<file path="src/hdl/knn_sel_pkg.sv">
package knn_sel_pkg;

  localparam int ID_BITS       = 32;
  localparam int DIST_OUT_BITS = 50;
  localparam int NCOUNT_BITS   = 5;
  localparam int CFG_IDX_BITS  = 2;

  localparam logic [CFG_IDX_BITS-1:0] CFG_CENTER_X       = 2'd0;
  localparam logic [CFG_IDX_BITS-1:0] CFG_CENTER_Y       = 2'd1;
  localparam logic [CFG_IDX_BITS-1:0] CFG_CENTER_Z       = 2'd2;
  localparam logic [CFG_IDX_BITS-1:0] CFG_NEIGHBOR_COUNT = 2'd3;

  typedef enum logic [1:0] {
    ST_FILL,
    ST_FLUSH,
    ST_DRAIN
  } state_e;

  typedef enum logic [1:0] {
    OP_HOLD,
    OP_NEW,
    OP_LEFT,
    OP_RIGHT
  } cell_op_e;

  typedef struct packed {
    logic insert;
    logic full;
    logic shift_out;
  } cell_ctrl_t;

endpackage

</file>
<file path="src/hdl/knn_sel_dist.sv">
module knn_sel_dist #(
  parameter int COORD_BITS = 24,
  parameter int PAY_BITS   = 3 * 24 + 64,
  parameter int DIST_BITS  = 2 * 24 + 2
) (
  input  logic                  clk_i,
  input  logic                  rst_ni,
  input  logic                  vld_i,
  input  logic [PAY_BITS-1:0]   pay_i,
  input  logic                  last_i,
  input  logic [COORD_BITS-1:0] center_x_i,
  input  logic [COORD_BITS-1:0] center_y_i,
  input  logic [COORD_BITS-1:0] center_z_i,
  output logic                  vld_o,
  output logic [DIST_BITS-1:0]  dist_o,
  output logic [PAY_BITS-1:0]   pay_o,
  output logic                  last_o
);

  localparam int MAG_BITS = COORD_BITS + 1;
  localparam int XOFF     = 2 * knn_sel_pkg::ID_BITS + 2 * COORD_BITS;
  localparam int YOFF     = 2 * knn_sel_pkg::ID_BITS + COORD_BITS;
  localparam int ZOFF     = 2 * knn_sel_pkg::ID_BITS;

  logic signed [MAG_BITS-1:0] dx, dy, dz;
  logic [MAG_BITS-1:0]        mx_d, my_d, mz_d;
  logic [2*MAG_BITS-1:0]      sqx_d, sqy_d, sqz_d;

  logic                       vld1_q, vld2_q, vld3_q;
  logic                       last1_q, last2_q, last3_q;
  logic [PAY_BITS-1:0]        pay1_q, pay2_q, pay3_q;
  logic [MAG_BITS-1:0]        mx_q, my_q, mz_q;
  logic [DIST_BITS-1:0]       sx_q, sy_q, sz_q;
  logic [DIST_BITS-1:0]       dist_q;

  // Sign-extend by one bit so the difference cannot overflow.
  assign dx = $signed({pay_i[XOFF+COORD_BITS-1], pay_i[XOFF +: COORD_BITS]})
            - $signed({center_x_i[COORD_BITS-1], center_x_i});
  assign dy = $signed({pay_i[YOFF+COORD_BITS-1], pay_i[YOFF +: COORD_BITS]})
            - $signed({center_y_i[COORD_BITS-1], center_y_i});
  assign dz = $signed({pay_i[ZOFF+COORD_BITS-1], pay_i[ZOFF +: COORD_BITS]})
            - $signed({center_z_i[COORD_BITS-1], center_z_i});

  assign mx_d = dx[MAG_BITS-1] ? MAG_BITS'(-dx) : MAG_BITS'(dx);
  assign my_d = dy[MAG_BITS-1] ? MAG_BITS'(-dy) : MAG_BITS'(dy);
  assign mz_d = dz[MAG_BITS-1] ? MAG_BITS'(-dz) : MAG_BITS'(dz);

  // Full-width products of the magnitudes.
  assign sqx_d = mx_q * mx_q;
  assign sqy_d = my_q * my_q;
  assign sqz_d = mz_q * mz_q;

  always_ff @(posedge clk_i or negedge rst_ni) begin
    if (!rst_ni) begin
      vld1_q <= 1'b0;
      vld2_q <= 1'b0;
      vld3_q <= 1'b0;
    end else begin
      vld1_q <= vld_i;
      vld2_q <= vld1_q;
      vld3_q <= vld2_q;
    end
  end

  always_ff @(posedge clk_i) begin
    mx_q    <= mx_d;
    my_q    <= my_d;
    mz_q    <= mz_d;
    pay1_q  <= pay_i;
    last1_q <= last_i;

    sx_q    <= DIST_BITS'(sqx_d);
    sy_q    <= DIST_BITS'(sqy_d);
    sz_q    <= DIST_BITS'(sqz_d);
    pay2_q  <= pay1_q;
    last2_q <= last1_q;

    dist_q  <= sx_q + sy_q + sz_q;
    pay3_q  <= pay2_q;
    last3_q <= last2_q;
  end

  assign vld_o  = vld3_q;
  assign dist_o = dist_q;
  assign pay_o  = pay3_q;
  assign last_o = last3_q;

endmodule

</file>
<file path="config.mk">
export PLATFORM = sky130hd
export DESIGN_NAME = knn_sel_dist
export DESIGN_NICKNAME = d
export VERILOG_FILES = /design/src/hdl/knn_sel_pkg.sv /design/src/hdl/knn_sel_dist.sv
export SDC_FILE = /design/constraint.sdc
export NUM_CORES = 2
export LEC_CHECK = 0
export ABC_AREA = 1
export BUFFER_PORTS_ARGS = -buffer_cell sky130_fd_sc_hd__buf_4
export CAP_MARGIN = 0
export CORE_MARGIN = 1
export CORE_UTILIZATION = 52
export CTS_CLUSTER_SIZE = 40
export DETAILED_ROUTE_END_ITERATION = 10
export PLACE_DENSITY_LB_ADDON = 0.2
export SYNTH_ARGS = -nofsm -noshare
export SYNTH_HDL_FRONTEND = slang
export SYNTH_SLANG_ARGS = --single-unit
</file>
<file path="constraint.sdc">
create_clock -name clk_i -period 11.1 [get_ports clk_i]
set_clock_uncertainty 0.15 [all_clocks]
set_input_delay 1.665 -clock clk_i [delete_from_list [all_inputs] [get_ports clk_i]]
set_output_delay 1.665 -clock clk_i [all_outputs]
set_load 0.005 [all_outputs]
</file>
==> impl_metrics.json <==
{
  "synth.top_cell.area_share_pct": 35.6,
  "cp.arrival_ns": 8.01,
  "hold_class": "flip-flop to flip-flop",
  "synth_area_per_cell_um2": 8.24,
  "die_height_um": 398,
  "final_cells": 12323,
  "core_mm2": 0.155,
  "cap_violations": 0,
  "synth_area_leaders": "fa_1 36%, dfxtp_1 17%, inv_1 14%, ha_1 11%, nand2_1 9.4%",
  "min_period_ns": 7.57,
  "antenna_found_initial": 2,
  "cp-start-kind": "flip-flop",
  "timing.fmax_ghz": 0.132,
  "dieArea_mm2": 0.158,
  "numCtsBuffers": 78,
  "synth_cell_types": 52,
  "setup_tns_ns": 0,
  "slew_viol_final": 0,
  "synth.ff_latch_count": 686,
  "syn_to_final_growth_pct": 9.79,
  "grt_pass1_vias": 65772,
  "antennaDiodeCount": 0,
  "tightest_slew_ns": 1.32,
  "clkLatencyLatePin_ns": 0.71,
  "dp_hpwl_mm": 181,
  "initialDrtViolationCount": 4482,
  "synth_edf_count": 0,
  "clock-sinks": 686,
  "ioPinCount": 400,
  "initial_utilization_pct": 52.6,
  "drt_wl_total_mm": 216,
  "status": "finished clean",
  "syn-cell-area_mm2": 0.0815,
  "grt_pass1_wl_mm": 349,
  "gr-max-usage-layer": "met2",
  "drive_gt1_share_pct": 6.90,
  "finalHoldViolCount": 0,
  "async_reset_ff_share_pct": 0.437,
  "met1_usage_pct": 38.9,
  "gp_congestion": 0.999,
  "dp.cells": 12182,
  "worstPathRequired_ns": 11.54,
  "clkTransAtPathRegs_ns": 0.07,
  "fp.dieW_um": 398,
  "final_nets": 12569,
  "h-tree-depth": 3,
  "fin_util_pct": 57.8,
  "drc": 0,
  "grt_overflow": 0,
  "drt-pass1-iter-count": 5,
  "vias": 61742,
  "via_per_inst": 5.01,
  "ctsHoldBuffers": 0,
  "ys.flop_type": "dfxtp_1",
  "filler_cell_count": 14133,
  "clockBufferDepth": 3,
  "grt_max_degree": 28,
  "wl_per_cell_um": 17.5,
  "port_buffers": 399,
  "synth-seq-area-share_pct": 16.9,
  "cp_max_fo": 25,
  "cts_setup_buffers": 0,
  "setup_viol": 0,
  "cp-end-kind": "flip-flop",
  "yosys.area.top_type": "fa_1",
  "root_buffer": "clkbuf_16",
  "crit_type": "flip-flop to flip-flop",
  "yosysWarnings": 0,
  "drtAntennaViolNets": 0,
  "rsz0062_at_grt": "false",
  "ctsResizeCount": 0,
  "finalCritPeriodShare_pct": 68.2,
  "syn_inst": 9891,
  "met2_usage_pct": 45.6,
  "rows": 144,
  "track_usage_pct": 28.1,
  "met3_usage_pct": 3.83,
  "slew_headroom_pct": 11.8,
  "cts_tree": "done"
}
[metrics by stage]
step / setup slack, ns / hold slack (ns) / area [um2]
4_1_cts: 3.60 / 0.156 / 89400
3_5_place_dp: 3.63 / 0.162 / 86600
3_3_place_gp: 3.72 / 0.160 / 86600
5_1_grt: 3.12 / 0.166 / 89400
2_1_floorplan: 4.66 / 0.160 / 81500
6_report: 3.53 / 0.158 / 89400
[state kept, by name (all words and copies together), names as in the netlist]
name     cells
sx_q        49
last_o       1
my_q        25
vld2_q       1
sz_q        49
vld_o        1
vld1_q       1
pay_o      136
pay1_q     136
mz_q        25
sy_q        49
pay2_q     136
mx_q        25
last2_q      1
dist_o      50
last1_q      1
[layout by cell type, fill, tap and decap left out, types with 6 or more instances in the layout]
cell type and instances:
nor4_1 20, nor2_1 440, a21boi_0 11, nand3_1 259
a21o_1 25, nor2_2 17, inv_6 8, o21ai_1 15
buf_4 463, nor3b_1 6, xnor2_1 96, inv_2 14
o21ai_0 180, nand3_2 7, ha_1 689, a211oi_1 6
clkbuf_16 80, xor2_1 173, a21oi_1 326, nand2_4 8
clkbuf_1 7, a31oi_1 45, nand4_1 45, clkbuf_8 11
nor3_1 54, fa_1 1450, bufinv_16 10, nand2_1 2039
nand2_2 37, or2_2 12, inv_1 2936, nand3b_1 6
clkinvlp_4 7, o21a_1 9, o21bai_1 27, dfxtp_1 683
[metal layers]
layer,vias up,routed length (um),share of wire [%]
met4,0,6870,3.2
met3,339,13600,6.3
met2,1945,99200,46
met1,30140,96300,45
met5,-,0,0
li1,29318,-,-
[path summary, 6_finish.rpt]
path,cells after the start,slack (ns),end,from
worst max register to register,25,3.53,sy_q[37]$_DFF_P_,my_q[3]$_DFF_P_
worst min register to register,0,0.16,pay_o[131]$_DFF_P_,pay2_q[131]$_DFF_P_
max in group asynchronous,1,10.08,vld_o$_DFF_PN0_,rst_ni
worst max-delay path,25,3.53,sy_q[37]$_DFF_P_,my_q[3]$_DFF_P_
worst min-delay path,0,0.16,pay_o[131]$_DFF_P_,pay2_q[131]$_DFF_P_
min in group asynchronous,1,0.62,vld1_q$_DFF_PN0_,rst_ni
[area by class of cell]
type	count	area [um2]	area share, %
inverters	2951	11100	12.4
multi-input cells	6038	55800	62.4
repair buffers	463	3480	3.89
well taps	2044	2560	2.86
clock inverters	43	623	0.697
clock buffers	98	2180	2.44
flip-flops and latches	686	13700	15.4
[cells in the mapped netlist (7+ instances only)]
cell,instances
inv_1,2936
nand2_1,2039
fa_1,1450
ha_1,689
dfxtp_1,683
nor2_1,440
a21oi_1,326
nand3_1,259
clkbuf_1,209
o21ai_0,180
xor2_1,173
xnor2_1,96
nor3_1,54
a31oi_1,45
nand4_1,45
nand2_2,37
o21bai_1,27
a21o_1,25
nor4_1,20
nor2_2,17
o21ai_1,15
inv_2,14
or2_2,12
a21boi_0,11
o21a_1,9
nand2_4,8
nand3_2,7
[critical path: stages, from the launching register on]
cell and delay [ns]:
dfxtp_1 1.06, nand2_1 0.27, fa_1 0.59, inv_1 0.05, fa_1 0.53, inv_1 0.05
fa_1 0.53, inv_1 0.05, fa_1 0.50, inv_1 0.06, fa_1 0.53, inv_1 0.05
fa_1 0.48, inv_1 0.05, fa_1 0.48, inv_1 0.04, ha_1 0.34, nand2_1 0.12
nor2_1 0.21, nand2_1 0.15, nor3b_1 0.25, nor3b_1 0.12, o21ai_0 0.46, nand2_1 0.15
nand3_1 0.10, nand2_1 0.06
[logic make-up after synthesis]
family	share of synthesized area [%]
buffers and inverters	14.7
and+or+nand+nor	14.8
adders and majority gates	46.2
DFF	16.9
AOI/OAI and AO/OA	4.47
xor gates and xnor gates	2.93
other	0.00460
Power is left out: the tool's default activity adds up to more than one toggle a clock period on the data nets, which glitch-free logic cannot reach.
