## config.mk

```make
export PLATFORM = sky130hd
export DESIGN_NAME = knn_sel_cell
export DESIGN_NICKNAME = d
export VERILOG_FILES = /design/src/hdl/knn_sel_pkg.sv /design/src/hdl/knn_sel_cell.sv
export SDC_FILE = /design/constraint.sdc
export NUM_CORES = 1
export LEC_CHECK = 0
export BUFFER_PORTS_ARGS = -buffer_cell sky130_fd_sc_hd__buf_2
export CAP_MARGIN = 20
export CORE_AREA = 3 3 290 292
export CTS_CLUSTER_SIZE = 24
export DETAILED_ROUTE_END_ITERATION = 12
export DIE_AREA = 0 0 293 295
export GPL_ROUTABILITY_DRIVEN = 0
export HOLD_SLACK_MARGIN = 0.1
export PLACE_DENSITY = 0.44
export SLEW_MARGIN = 20
export SYNTH_ARGS = -nofsm -noshare
export SYNTH_HDL_FRONTEND = slang
export SYNTH_SLANG_ARGS = --single-unit
```

## constraint.sdc

```tcl
create_clock -name clk_i -period 18.2 [get_ports clk_i]
set_input_delay 2.73 -clock clk_i [delete_from_list [all_inputs] [get_ports clk_i]]
set_output_delay 2.73 -clock clk_i [all_outputs]
set_load 0.01 [all_outputs]
```

## src/hdl/knn_sel_pkg.sv

```systemverilog
package knn_sel_pkg;

  localparam int ID_BITS       = 32;
  localparam int DIST_OUT_BITS = 50;
  localparam int NCOUNT_BITS   = 5;
  localparam int CFG_IDX_BITS  = 2;

  localparam logic [CFG_IDX_BITS-1:0] CFG_CENTER_X       = 2'd0;
  localparam logic [CFG_IDX_BITS-1:0] CFG_CENTER_Y       = 2'd1;
  localparam logic [CFG_IDX_BITS-1:0] CFG_CENTER_Z       = 2'd2;
  localparam logic [CFG_IDX_BITS-1:0] CFG_NEIGHBOR_COUNT = 2'd3;

  typedef enum logic [1:0] {
    ST_FILL,
    ST_FLUSH,
    ST_DRAIN
  } state_e;

  typedef enum logic [1:0] {
    OP_HOLD,
    OP_NEW,
    OP_LEFT,
    OP_RIGHT
  } cell_op_e;

  typedef struct packed {
    logic insert;
    logic full;
    logic shift_out;
  } cell_ctrl_t;

endpackage

```

## src/hdl/knn_sel_cell.sv

```systemverilog
module knn_sel_cell #(
  parameter int DIST_BITS = 2 * 24 + 2,
  parameter int PAY_BITS  = 3 * 24 + 64
) (
  input  logic                    clk_i,
  input  logic                    rst_ni,
  input  knn_sel_pkg::cell_ctrl_t ctrl_i,
  input  logic [DIST_BITS-1:0]    new_dist_i,
  input  logic [PAY_BITS-1:0]     new_pay_i,
  input  logic                    left_le_i,
  input  logic                    left_vld_i,
  input  logic [DIST_BITS-1:0]    left_dist_i,
  input  logic [PAY_BITS-1:0]     left_pay_i,
  input  logic                    right_vld_i,
  input  logic [DIST_BITS-1:0]    right_dist_i,
  input  logic [PAY_BITS-1:0]     right_pay_i,
  output logic                    le_o,
  output logic                    vld_o,
  output logic [DIST_BITS-1:0]    dist_o,
  output logic [PAY_BITS-1:0]     pay_o
);

  logic                  vld_q;
  logic [DIST_BITS-1:0]  dist_q;
  logic [PAY_BITS-1:0]   pay_q;
  knn_sel_pkg::cell_op_e op;

  // A held entry at or below the new distance stays in front of it.
  assign le_o = vld_q && (dist_q <= new_dist_i);

  always_comb begin
    op = knn_sel_pkg::OP_HOLD;
    if (ctrl_i.shift_out) begin
      op = knn_sel_pkg::OP_RIGHT;
    end else if (ctrl_i.insert) begin
      if (le_o) begin
        op = knn_sel_pkg::OP_HOLD;
      end else if (ctrl_i.full && !vld_q) begin
        // A full table never grows; the tail entry falls off instead.
        op = knn_sel_pkg::OP_HOLD;
      end else if (left_le_i) begin
        op = knn_sel_pkg::OP_NEW;
      end else begin
        op = knn_sel_pkg::OP_LEFT;
      end
    end
  end

  always_ff @(posedge clk_i or negedge rst_ni) begin
    if (!rst_ni) begin
      vld_q <= 1'b0;
    end else begin
      case (op)
        knn_sel_pkg::OP_NEW:   vld_q <= 1'b1;
        knn_sel_pkg::OP_LEFT:  vld_q <= left_vld_i;
        knn_sel_pkg::OP_RIGHT: vld_q <= right_vld_i;
        default:               vld_q <= vld_q;
      endcase
    end
  end

  always_ff @(posedge clk_i) begin
    case (op)
      knn_sel_pkg::OP_NEW: begin
        dist_q <= new_dist_i;
        pay_q  <= new_pay_i;
      end
      knn_sel_pkg::OP_LEFT: begin
        dist_q <= left_dist_i;
        pay_q  <= left_pay_i;
      end
      knn_sel_pkg::OP_RIGHT: begin
        dist_q <= right_dist_i;
        pay_q  <= right_pay_i;
      end
      default: begin
        dist_q <= dist_q;
        pay_q  <= pay_q;
      end
    endcase
  end

  assign vld_o  = vld_q;
  assign dist_o = dist_q;
  assign pay_o  = pay_q;

endmodule

```

==> impl_metrics.env, run 1 <==
export IMPL_crit_type="input pin to output port"
export IMPL_synth_edf_count=186
export IMPL_synth_cells=1313
export IMPL_grt_pass1_wl_um=95590
export IMPL_start_util_pct=15.90
export IMPL_leakage_nw=7.571
export IMPL_die_area_um2=86440
export IMPL_clk_path_buf_depth=2
export IMPL_cts_setup_buffers=0
export IMPL_hold_class="flip-flop to flip-flop"
export IMPL_fmax_mhz=127.5
export IMPL_grt_overflow=0
export IMPL_rsz0062_at_grt="no"
export IMPL_antenna_found_initial=14
export IMPL_wire_per_inst_um=22.31
export IMPL_worstSetupStartpointType="input pin"
export IMPL_hold_viol=0
export IMPL_fin_nets=2557
export IMPL_grt_pass1_vias=14540
export IMPL_setup_violations=0
export IMPL_status="finished clean"
export IMPL_numPortBuffers=753
export IMPL_insertion_delay_ns=0.49
export IMPL_drt_pass1_iterations=5
export IMPL_ant_nets=0
export IMPL_slew_headroom_pct=27.64
export IMPL_synth_commonest_cells="210 x nand3_1, 186 x a22oi_1, 186 x edfxtp_1, 186 x o211ai_1, 137 x nand4b_1"
export IMPL_drc=0
export IMPL_htree_levels=4
export IMPL_synth_largest_area_cell="edfxtp_1"
export IMPL_die_width_um=293
export IMPL_post_route_util_pct=22.27
export IMPL_num_io_pins=754
export IMPL_worstPathArrival_ns=5.11
export IMPL_yosys_warnings=0
export IMPL_async_flop_share_pct=0.5348
export IMPL_die_height_um=295
export IMPL_final_period_utilization_pct=43.08
export IMPL_max_cap_violations=0
export IMPL_rows=105
export IMPL_ys_ff_latch=187
export IMPL_netlist_top_cells_area="edfxtp_1 43%, a22oi_1 11%, o211ai_1 11%"
export IMPL_ys_seq_area_share_pct=43.11
export IMPL_worstMarginPinSlew_ns=1.085
export IMPL_syn_area_um2=13010
export IMPL_drt_wl_total_um=67730
export IMPL_cp_end_kind="output port"
export IMPL_grt_usage_pct=14.67
export IMPL_path_clk_slew_ns=0.08
export IMPL_drtIter0Drc=911
export IMPL_synthFlopType="edfxtp_1"
export IMPL_cts_made_buffers=17
export IMPL_cts_resized=0
export IMPL_syn_num_nets=1929
export IMPL_min_period_ns=7.841
export IMPL_vias_per_cell=4.847
export IMPL_required_ns=15.47
export IMPL_pwr_density_cell_nw_per_um2=73.59
export IMPL_cts_tree="yes"
export IMPL_core_um2=81850
export IMPL_final_layout_size_suffix_gt1_share_pct=41.63
export IMPL_hpwl_um=49810
export IMPL_fill_cells=9040
export IMPL_grt_max_degree=108
export IMPL_syn_to_final_growth_pct=40.08
export IMPL_cts_num_sinks=187
export IMPL_cts_hold_fix_buffers=0
export IMPL_slew_viol_final=0
export IMPL_fin_skew_ns=0.02021
export IMPL_clockRootBuffer="clkbuf_16"
export IMPL_synth_top_area_share_pct=42.92
export IMPL_syn_area_per_cell_um2=9.911
export IMPL_yosysUniqueCellTypes=34
export IMPL_num_vias=14720
export IMPL_finalSetupTns_ns=0
export IMPL_path_max_fanout=3
export IMPL_synth_most_common_cell="nand3_1"
export IMPL_peakVddDrop_v=0.00007084
==> through the flow <==
step	std cells	power, mW	hold WS [ns]	area (um^2)	setup slack (ns)
2_1_floorplan	1313	0.7648	0.6926	13010	9.263
3_3_place_gp	2992	0.9646	0.8645	17630	10.35
3_5_place_dp	2992	0.9643	0.8622	17630	10.29
4_1_cts	3023	1.365	0.8830	18200	10.30
5_1_grt	3027	1.414	0.8931	18210	10.15
6_report	3036	1.342	0.9127	18230	10.36
==> cell usage in the layout, fill, tap and decap left out, types with 3 or more instances in the layout <==
| master | n |
|---|---|
| a221oi_1 | 4 |
| clkbuf_16 | 17 |
| o211ai_1 | 186 |
| edfxtp_1 | 186 |
| nor3_1 | 5 |
| o21ai_0 | 9 |
| buf_4 | 20 |
| or4_1 | 31 |
| a21o_1 | 4 |
| buf_2 | 752 |
| inv_8 | 3 |
| clkinv_4 | 5 |
| ha_1 | 50 |
| inv_1 | 54 |
| nand3_1 | 210 |
| a22oi_1 | 186 |
| diode_2 | 13 |
| nand4b_1 | 137 |
| nand4_1 | 12 |
| nor2_1 | 25 |
| a21oi_1 | 17 |
| nand2_1 | 12 |
==> report_power, final <==
| part | internal [mW] | switching [mW] |
|---|---|---|
| registers | 0.543 | 0.0238 |
| logic | 0.148 | 0.236 |
| clock network | 0.181 | 0.210 |
==> critical path, cell delays in order <==
cell     delay (ns)
buf_2          0.09
inv_1          0.09
ha_1           0.35
nand4_1        0.20
nor4_2         0.53
nand3_1        0.21
o22ai_1        0.42
nor3_1         0.10
o21a_1         0.25
buf_2          0.16
==> logic make-up after synthesis <==
| logic type | after synthesis | share of synthesized area (%) |
|---|---|---|
| simple gates | 439 | 21.32 |
| compound gates | 418 | 23.63 |
| buf+inv | 219 | 7.134 |
| flops | 187 | 43.11 |
| fa+ha+maj | 50 | 4.807 |
==> sequential cells by signal, indices dropped and copies added, names as in the netlist <==
name / cells
pay_o: 136
vld_o: 1
dist_o: 50
==> final timing paths <==
kind / start / endpoint / slack, ns / cells after the start
max: new_dist_i[41] / le_o / 10.36 / 10
min: vld_o / vld_o / 0.91 / 3
max reg2reg: dist_o[41] / pay_o[90] / 12.93 / 8
min reg2reg: vld_o / vld_o / 0.91 / 3
max in group asynchronous: rst_ni / vld_o / 16.11 / 1
min in group asynchronous: rst_ni / vld_o / 2.01 / 1
==> area by class of cell <==
cell class | instances | area, um^2 | share of cell area (%)
Multi-Input combinational cell | 907 | 6533 | 35.83
Sequential cell | 187 | 5610 | 30.78
Timing Repair Buffer | 774 | 3949 | 21.66
Tap cell | 1070 | 1339 | 7.344
Clock buffer | 17 | 425.4 | 2.334
Inverter | 54 | 202.7 | 1.112
Clock inverter | 14 | 138.9 | 0.7618
Antenna cell | 13 | 32.53 | 0.1784
==> layer usage <==
metal	global-route usage [%]	vias up	part of all wire, %
met5	0	-	0.040
met3	4.590	102	8.6
met2	24.50	741	49
met4	5.162	4	2.8
li1	-	6657	-
met1	17.86	7213	40
No activity file was read; power rests on OpenSTA's default activity.
==> run 2: changes to the inputs <==
ABC_AREA = 1   (was default)
CORE_AREA = 3 3 293 295   (was 3 3 290 292)
DIE_AREA = 0 0 296 298   (was 0 0 293 295)
PLACE_DENSITY = 0.41   (was 0.44)
clock period = 7.8 ns   (was 18.2 ns; I/O delays follow)
==> run 2 against run 1 <==
Power is 130% higher. Count of clock-buffer cells in the layout stayed put. Routed wire length is 19% lower. Core utilization is 2.7 points lower. Worst setup slack worse by 7.3 ns. Synthesized cell count is 4.0% lower. Largest power group unchanged.
==> impl_metrics.env, run 2 <==
export IMPL_drt_wl_total_um=54880
export IMPL_drt_pass1_iterations=6
export IMPL_drc=0
export IMPL_leakage_nw=7.883
export IMPL_fill_cells=9548
export IMPL_cts_resized=0
export IMPL_ys_seq_area_share_pct=52.26
export IMPL_path_clk_slew_ns=0.09
export IMPL_cts_made_buffers=17
export IMPL_die_width_um=296
export IMPL_cts_setup_buffers=0
export IMPL_fin_skew_ns=0.02291
export IMPL_yosysUniqueCellTypes=25
export IMPL_slew_headroom_pct=36.68
export IMPL_yosys_warnings=0
export IMPL_clk_path_buf_depth=2
export IMPL_fmax_mhz=212.3
export IMPL_finalSetupTns_ns=0
export IMPL_core_um2=83420
export IMPL_hold_viol=0
export IMPL_die_height_um=298
export IMPL_wire_per_inst_um=17.91
export IMPL_max_stage_delay_ns=0.88
export IMPL_worstMarginPinSlew_ns=0.9499
export IMPL_grt_pass1_wl_um=77180
export IMPL_required_ns=8.13
export IMPL_synth_largest_area_cell="edfxtp_1"
export IMPL_placed_cells=3026
export IMPL_grt_overflow=0
export IMPL_final_layout_size_suffix_gt1_share_pct=40.75
export IMPL_syn_area_per_cell_um2=8.520
export IMPL_num_vias=11770
export IMPL_die_area_um2=88210
export IMPL_num_io_pins=754
export IMPL_setup_violations=0
export IMPL_status="finished clean"
export IMPL_syn_area_um2=10740
export IMPL_ant_nets=0
export IMPL_min_period_ns=4.711
export IMPL_synth_cells=1260
export IMPL_final_period_utilization_pct=60.40
export IMPL_worstPathArrival_ns=5.05
export IMPL_syn_to_final_growth_pct=51.79
export IMPL_syn_num_nets=1876
export IMPL_cts_num_sinks=187
export IMPL_synth_most_common_cell="nand2_1"
export IMPL_worstSetupStartpointType="input pin"
export IMPL_synth_commonest_cells="430 x nand2_1, 382 x nand3_1, 186 x edfxtp_1, 71 x inv_1, 50 x ha_1"
export IMPL_vias_per_cell=3.840
export IMPL_drtIter0Drc=574
export IMPL_numPortBuffers=753
export IMPL_cts_hold_fix_buffers=0
export IMPL_power_mw=3.035
export IMPL_clockRootBuffer="clkbuf_16"
export IMPL_hpwl_um=43120
export IMPL_crit_type="input pin to flip-flop"
export IMPL_antenna_found_initial=15
export IMPL_synth_edf_count=186
export IMPL_synth_top_area_share_pct=52.03
export IMPL_worst_hold_slack_ns=0.4637
export IMPL_pwr_density_cell_nw_per_um2=186.2
export IMPL_rsz0062_at_grt="no"
export IMPL_rows=106
export IMPL_synthFlopType="edfxtp_1"
export IMPL_slowest_stage="nor2_4"
export IMPL_layout_commonest_cell="buf_2"
export IMPL_async_flop_share_pct=0.5348
export IMPL_netlist_top_cells_area="edfxtp_1 52%, nand3_1 18%, nand2_1 15%"
export IMPL_grt_usage_pct=11.95
export IMPL_cp_end_kind="flip-flop"
export IMPL_cts_tree="yes"
export IMPL_path_max_fanout=93
export IMPL_max_cap_violations=0
export IMPL_cp_cell_sequence="buf_2 -> inv_1 -> ha_1 -> nand4_1 -> nor3_1 -> nand2_1 -> nor2_1 -> nand2_1 -> nand3_1 -> nand2_1 -> nand2_2 -> nand2_8 -> nor2_4 -> buf_12 -> nand2_1 -> nand3_1"
export IMPL_final_cells=3064
export IMPL_critPathMostFrequentCell="nand2_1"
export IMPL_htree_levels=4
export IMPL_final_cell_mix="752 x buf_2, 430 x nand2_1, 381 x nand3_1"
export IMPL_fin_nets=2581
export IMPL_grt_max_degree=125
export IMPL_grt_pass1_vias=11750
export IMPL_ys_ff_latch=187
export IMPL_start_util_pct=12.87
export IMPL_largest_reg_flops=136
export IMPL_peakVddDrop_v=0.0001500
export IMPL_slew_viol_final=0
export IMPL_insertion_delay_ns=0.49
export IMPL_hold_class="input pin to asynchronous set/reset pin"
-- run 2: area by class of cell --
| cell class | count | area, um^2 | area share, % |
|---|---|---|---|
| flip-flops and latches | 187 | 5610 | 34.43 |
| multi-input cells | 919 | 4486 | 27.53 |
| repair buffers | 767 | 3955 | 24.27 |
| well taps | 1080 | 1351 | 8.292 |
| clock buffers | 17 | 425.4 | 2.611 |
| inverters | 73 | 279.0 | 1.712 |
| clock inverters | 15 | 173.9 | 1.067 |
| diodes | 6 | 15.01 | 0.09214 |
-- run 2: path summary, 6_finish.rpt --
path                       cells past startpoint           start  slack (ns)    endpoint
hold / removal                                 1          rst_ni        0.46       vld_o
hold reg to reg                                2           vld_o        0.65       vld_o
min in group clk_i                             2           vld_o        0.65       vld_o
setup / recovery                              16  new_dist_i[41]        3.09  dist_o[47]
setup reg to reg                              14      dist_o[41]        3.42  dist_o[47]
max in group asynchronous                      1          rst_ni        7.25       vld_o
-- run 2: through the flow --
stage / area, um^2 / utilization [%] / setup slack (ns)
finish: 16300 / 19.53 / 3.089
global route: 16290 / 19.53 / 2.640
floorplan: 10740 / - / 1.484
detailed placement: 15680 / 18.80 / 2.278
CTS: 16280 / 19.52 / 2.837
global placement: 15680 / 18.80 / 2.320
-- run 2: worst max-delay path: cells and delay by family --
family | cells | cell delay, ns
adder cells (fa/ha/maj) | 1 | 0.31
AND/OR/NAND/NOR | 12 | 2.71
buffers and inverters | 3 | 0.53
-- run 2: cell families after synthesis --
family                   after synthesis  synth area share (%)
AO/OA/AOI/OAI                         28                 1.445
buffers and inverters                154                 6.154
adder cells (fa/ha/maj)               50                 5.828
AND/OR/NAND/NOR                      841                 34.31
flip-flops                           187                 52.26
-- run 2: report_power, final --
part           switching, mW  internal, mW
Clock                  0.488         0.460
Combinational          0.462         0.301
Sequential            0.0523          1.27
-- run 2: per-layer routing --
metal | GRT usage (%) | up-vias | share of wire, %
li1 | - | 5734 | -
met5 | 0 | - | 0.049
met2 | 21.33 | 511 | 51
met4 | 4.294 | 4 | 2.3
met3 | 3.310 | 57 | 7.7
met1 | 13.53 | 5459 | 39
==> run 3: changes to the inputs <==
CORE_AREA = 3 3 291 293   (was 3 3 293 295)
DIE_AREA = 0 0 294 296   (was 0 0 296 298)
PLACE_DENSITY = 0.42   (was 0.41)
clock period = 4.1 ns   (was 7.8 ns; I/O delays follow)
==> run 3 against run 2 <==
Hold slack got worse by 0.071 ns. Highest routed layer unchanged. Critical path type is now flip-flop to output port. Global-route usage rose by 0.55 points. Sequential share of layout area fell by 0.24 points. Count of clock-buffer cells in the layout did not move. Via count rose by 1.1%.
==> impl_metrics.env, run 3 (synthesized netlist as in run 2, its figures left out) <==
export IMPL_clk_path_buf_depth=2
export IMPL_die_width_um=294
export IMPL_antenna_found_initial=5
export IMPL_worstMarginPinSlew_ns=0.9169
export IMPL_holdCritStartpoint="left_pay_i[71]"
export IMPL_core_um2=82110
export IMPL_startpoint="dist_o[41]"
export IMPL_cts_made_buffers=17
export IMPL_drc=0
export IMPL_layout_setup_ws_ns=0.5029
export IMPL_rows=105
export IMPL_grt_usage_pct=12.50
export IMPL_worstSetupStartpointType="flip-flop"
export IMPL_required_ns=3.48
export IMPL_ant_nets=0
export IMPL_clockRootBuffer="clkbuf_16"
export IMPL_setup_violations=0
export IMPL_max_cap_violations=0
export IMPL_crit_type="flip-flop to output port"
export IMPL_die_height_um=296
export IMPL_grt_overflow=0
export IMPL_wire_per_inst_um=18.58
export IMPL_pwr_density_cell_nw_per_um2=354.5
export IMPL_path_max_fanout=4
export IMPL_insertion_delay_ns=0.49
export IMPL_fmax_mhz=278.0
export IMPL_peakVddDrop_v=0.0003029
export IMPL_min_period_ns=3.597
export IMPL_grt_max_degree=113
export IMPL_drt_pass1_iterations=5
export IMPL_max_stage_delay_ns=0.55
export IMPL_power_mw=5.816
export IMPL_drtIter0Drc=518
export IMPL_hpwl_um=45730
export IMPL_status="finished clean"
export IMPL_die_area_um2=87020
export IMPL_fill_cells=9359
export IMPL_vias_per_cell=3.882
export IMPL_grt_pass1_wl_um=79940
export IMPL_numPortBuffers=753
export IMPL_slew_viol_final=0
export IMPL_finalSetupTns_ns=0
export IMPL_hold_viol=0
export IMPL_fin_area_um2=16410
export IMPL_place_ws_ns=0.009038
export IMPL_fin_skew_ns=0.01682
export IMPL_cp_cell_sequence="ha_1 -> nand4_1 -> nor3_2 -> nand2_1 -> nor2_1 -> nand2_1 -> nand3_1 -> nand2_1 -> nand2_2 -> inv_1 -> buf_2"
export IMPL_hold_class="input pin to flip-flop"
export IMPL_drt_wl_total_um=56920
export IMPL_reg2reg_from="dist_o[41]"
export IMPL_largest_reg_flops=136
export IMPL_final_layout_size_suffix_gt1_share_pct=41.19
export IMPL_start_util_pct=13.07
export IMPL_slowest_stage="ha_1"
export IMPL_leakage_nw=7.957
export IMPL_layout_commonest_cell="buf_2"
export IMPL_grt_pass1_vias=12020
export IMPL_critPathMostFrequentCell="nand2_1"
export IMPL_cp_end_kind="output port"
export IMPL_rsz0062_at_grt="no"
export IMPL_final_period_utilization_pct=87.74
export IMPL_worstPathArrival_ns=2.98
export IMPL_cts_num_sinks=187
export IMPL_num_io_pins=754
export IMPL_cts_tree="yes"
export IMPL_num_vias=11900
export IMPL_syn_to_final_growth_pct=52.84
export IMPL_slew_headroom_pct=38.40
export IMPL_htree_levels=4
export IMPL_final_cell_mix="752 x buf_2, 430 x nand2_1, 381 x nand3_1"
export IMPL_fin_nets=2594
export IMPL_path_clk_slew_ns=0.09
export IMPL_place_area_um2=15780
==> run 3: changes by cell type in the layout (fill, tap and decap cells not counted) <==
cell	before	now
buf_4	8	18
dlygate4sd3_1	0	1
buf_12	6	8
inv_8	5	4
clkinv_1	1	0
clkinv_4	2	4
diode_2	6	3
nor3_1	4	3
nor3_2	1	2
==> run 3: cell type report <==
cell class	count	area, um^2	share of cell area, %
Sequential cell	187	5610	34.19
Multi-Input combinational cell	919	4491	27.37
Timing Repair Buffer	780	4080	24.87
Tap cell	1070	1339	8.159
Clock buffer	17	425.4	2.593
Inverter	73	279.0	1.700
Clock inverter	15	176.4	1.075
Antenna cell	3	7.507	0.04575
==> run 3: report_power, final <==
part	switching [mW]	internal [mW]	total [mW]	leakage (nW)
clock network	0.930	0.874	1.80	0.292
registers	0.101	2.42	2.52	1.90
logic	0.905	0.587	1.49	5.77
total	1.94	3.88	5.82	7.96
==> run 3: repair_timing <==
item / in CTS / in global routing
hold buffers: 1 / 0
resized for setup: 0 / 1
endpoints found under the setup margin: 0 / 1
buffers inserted: 0 / 0
endpoints found under the hold margin: 1 / 0
==> run 3: layer usage <==
layer	part of all wire, %	GRT usage [%]	vias to the layer above
met4	1.8	3.603	6
met1	40	14.61	5590
met2	52	22.38	498
met5	0.084	0	-
met3	6.8	3.407	50
li1	-	-	5751
==> run 3: final timing paths <==
path,end,slack [ns],cells after the start
worst max-delay path,le_o,0.50,11
worst min-delay path,pay_o[71],0.39,3
worst max register to register,pay_o[53],0.59,12
worst min register to register,vld_o,0.68,2
max in group asynchronous,vld_o,3.53,2
min in group asynchronous,vld_o,0.49,2
==> run 3: worst max-delay path: cells and delay by family, from the launching register on <==
kind          cells  cell delay [ns]
simple gates      8             1.19
buf+inv           2             0.25
flops             1             0.50
fa+ha+maj         1             0.55
==> run 3: stage by stage <==
step	util (%)	hold slack [ns]	std cells
after floorplan	-	0.3194	1260
after CTS	19.97	0.3252	3061
final	19.98	0.3930	3064
after detailed placement	19.22	0.3937	3028
after global routing	19.98	0.3376	3062
after global placement	19.22	0.3918	3028
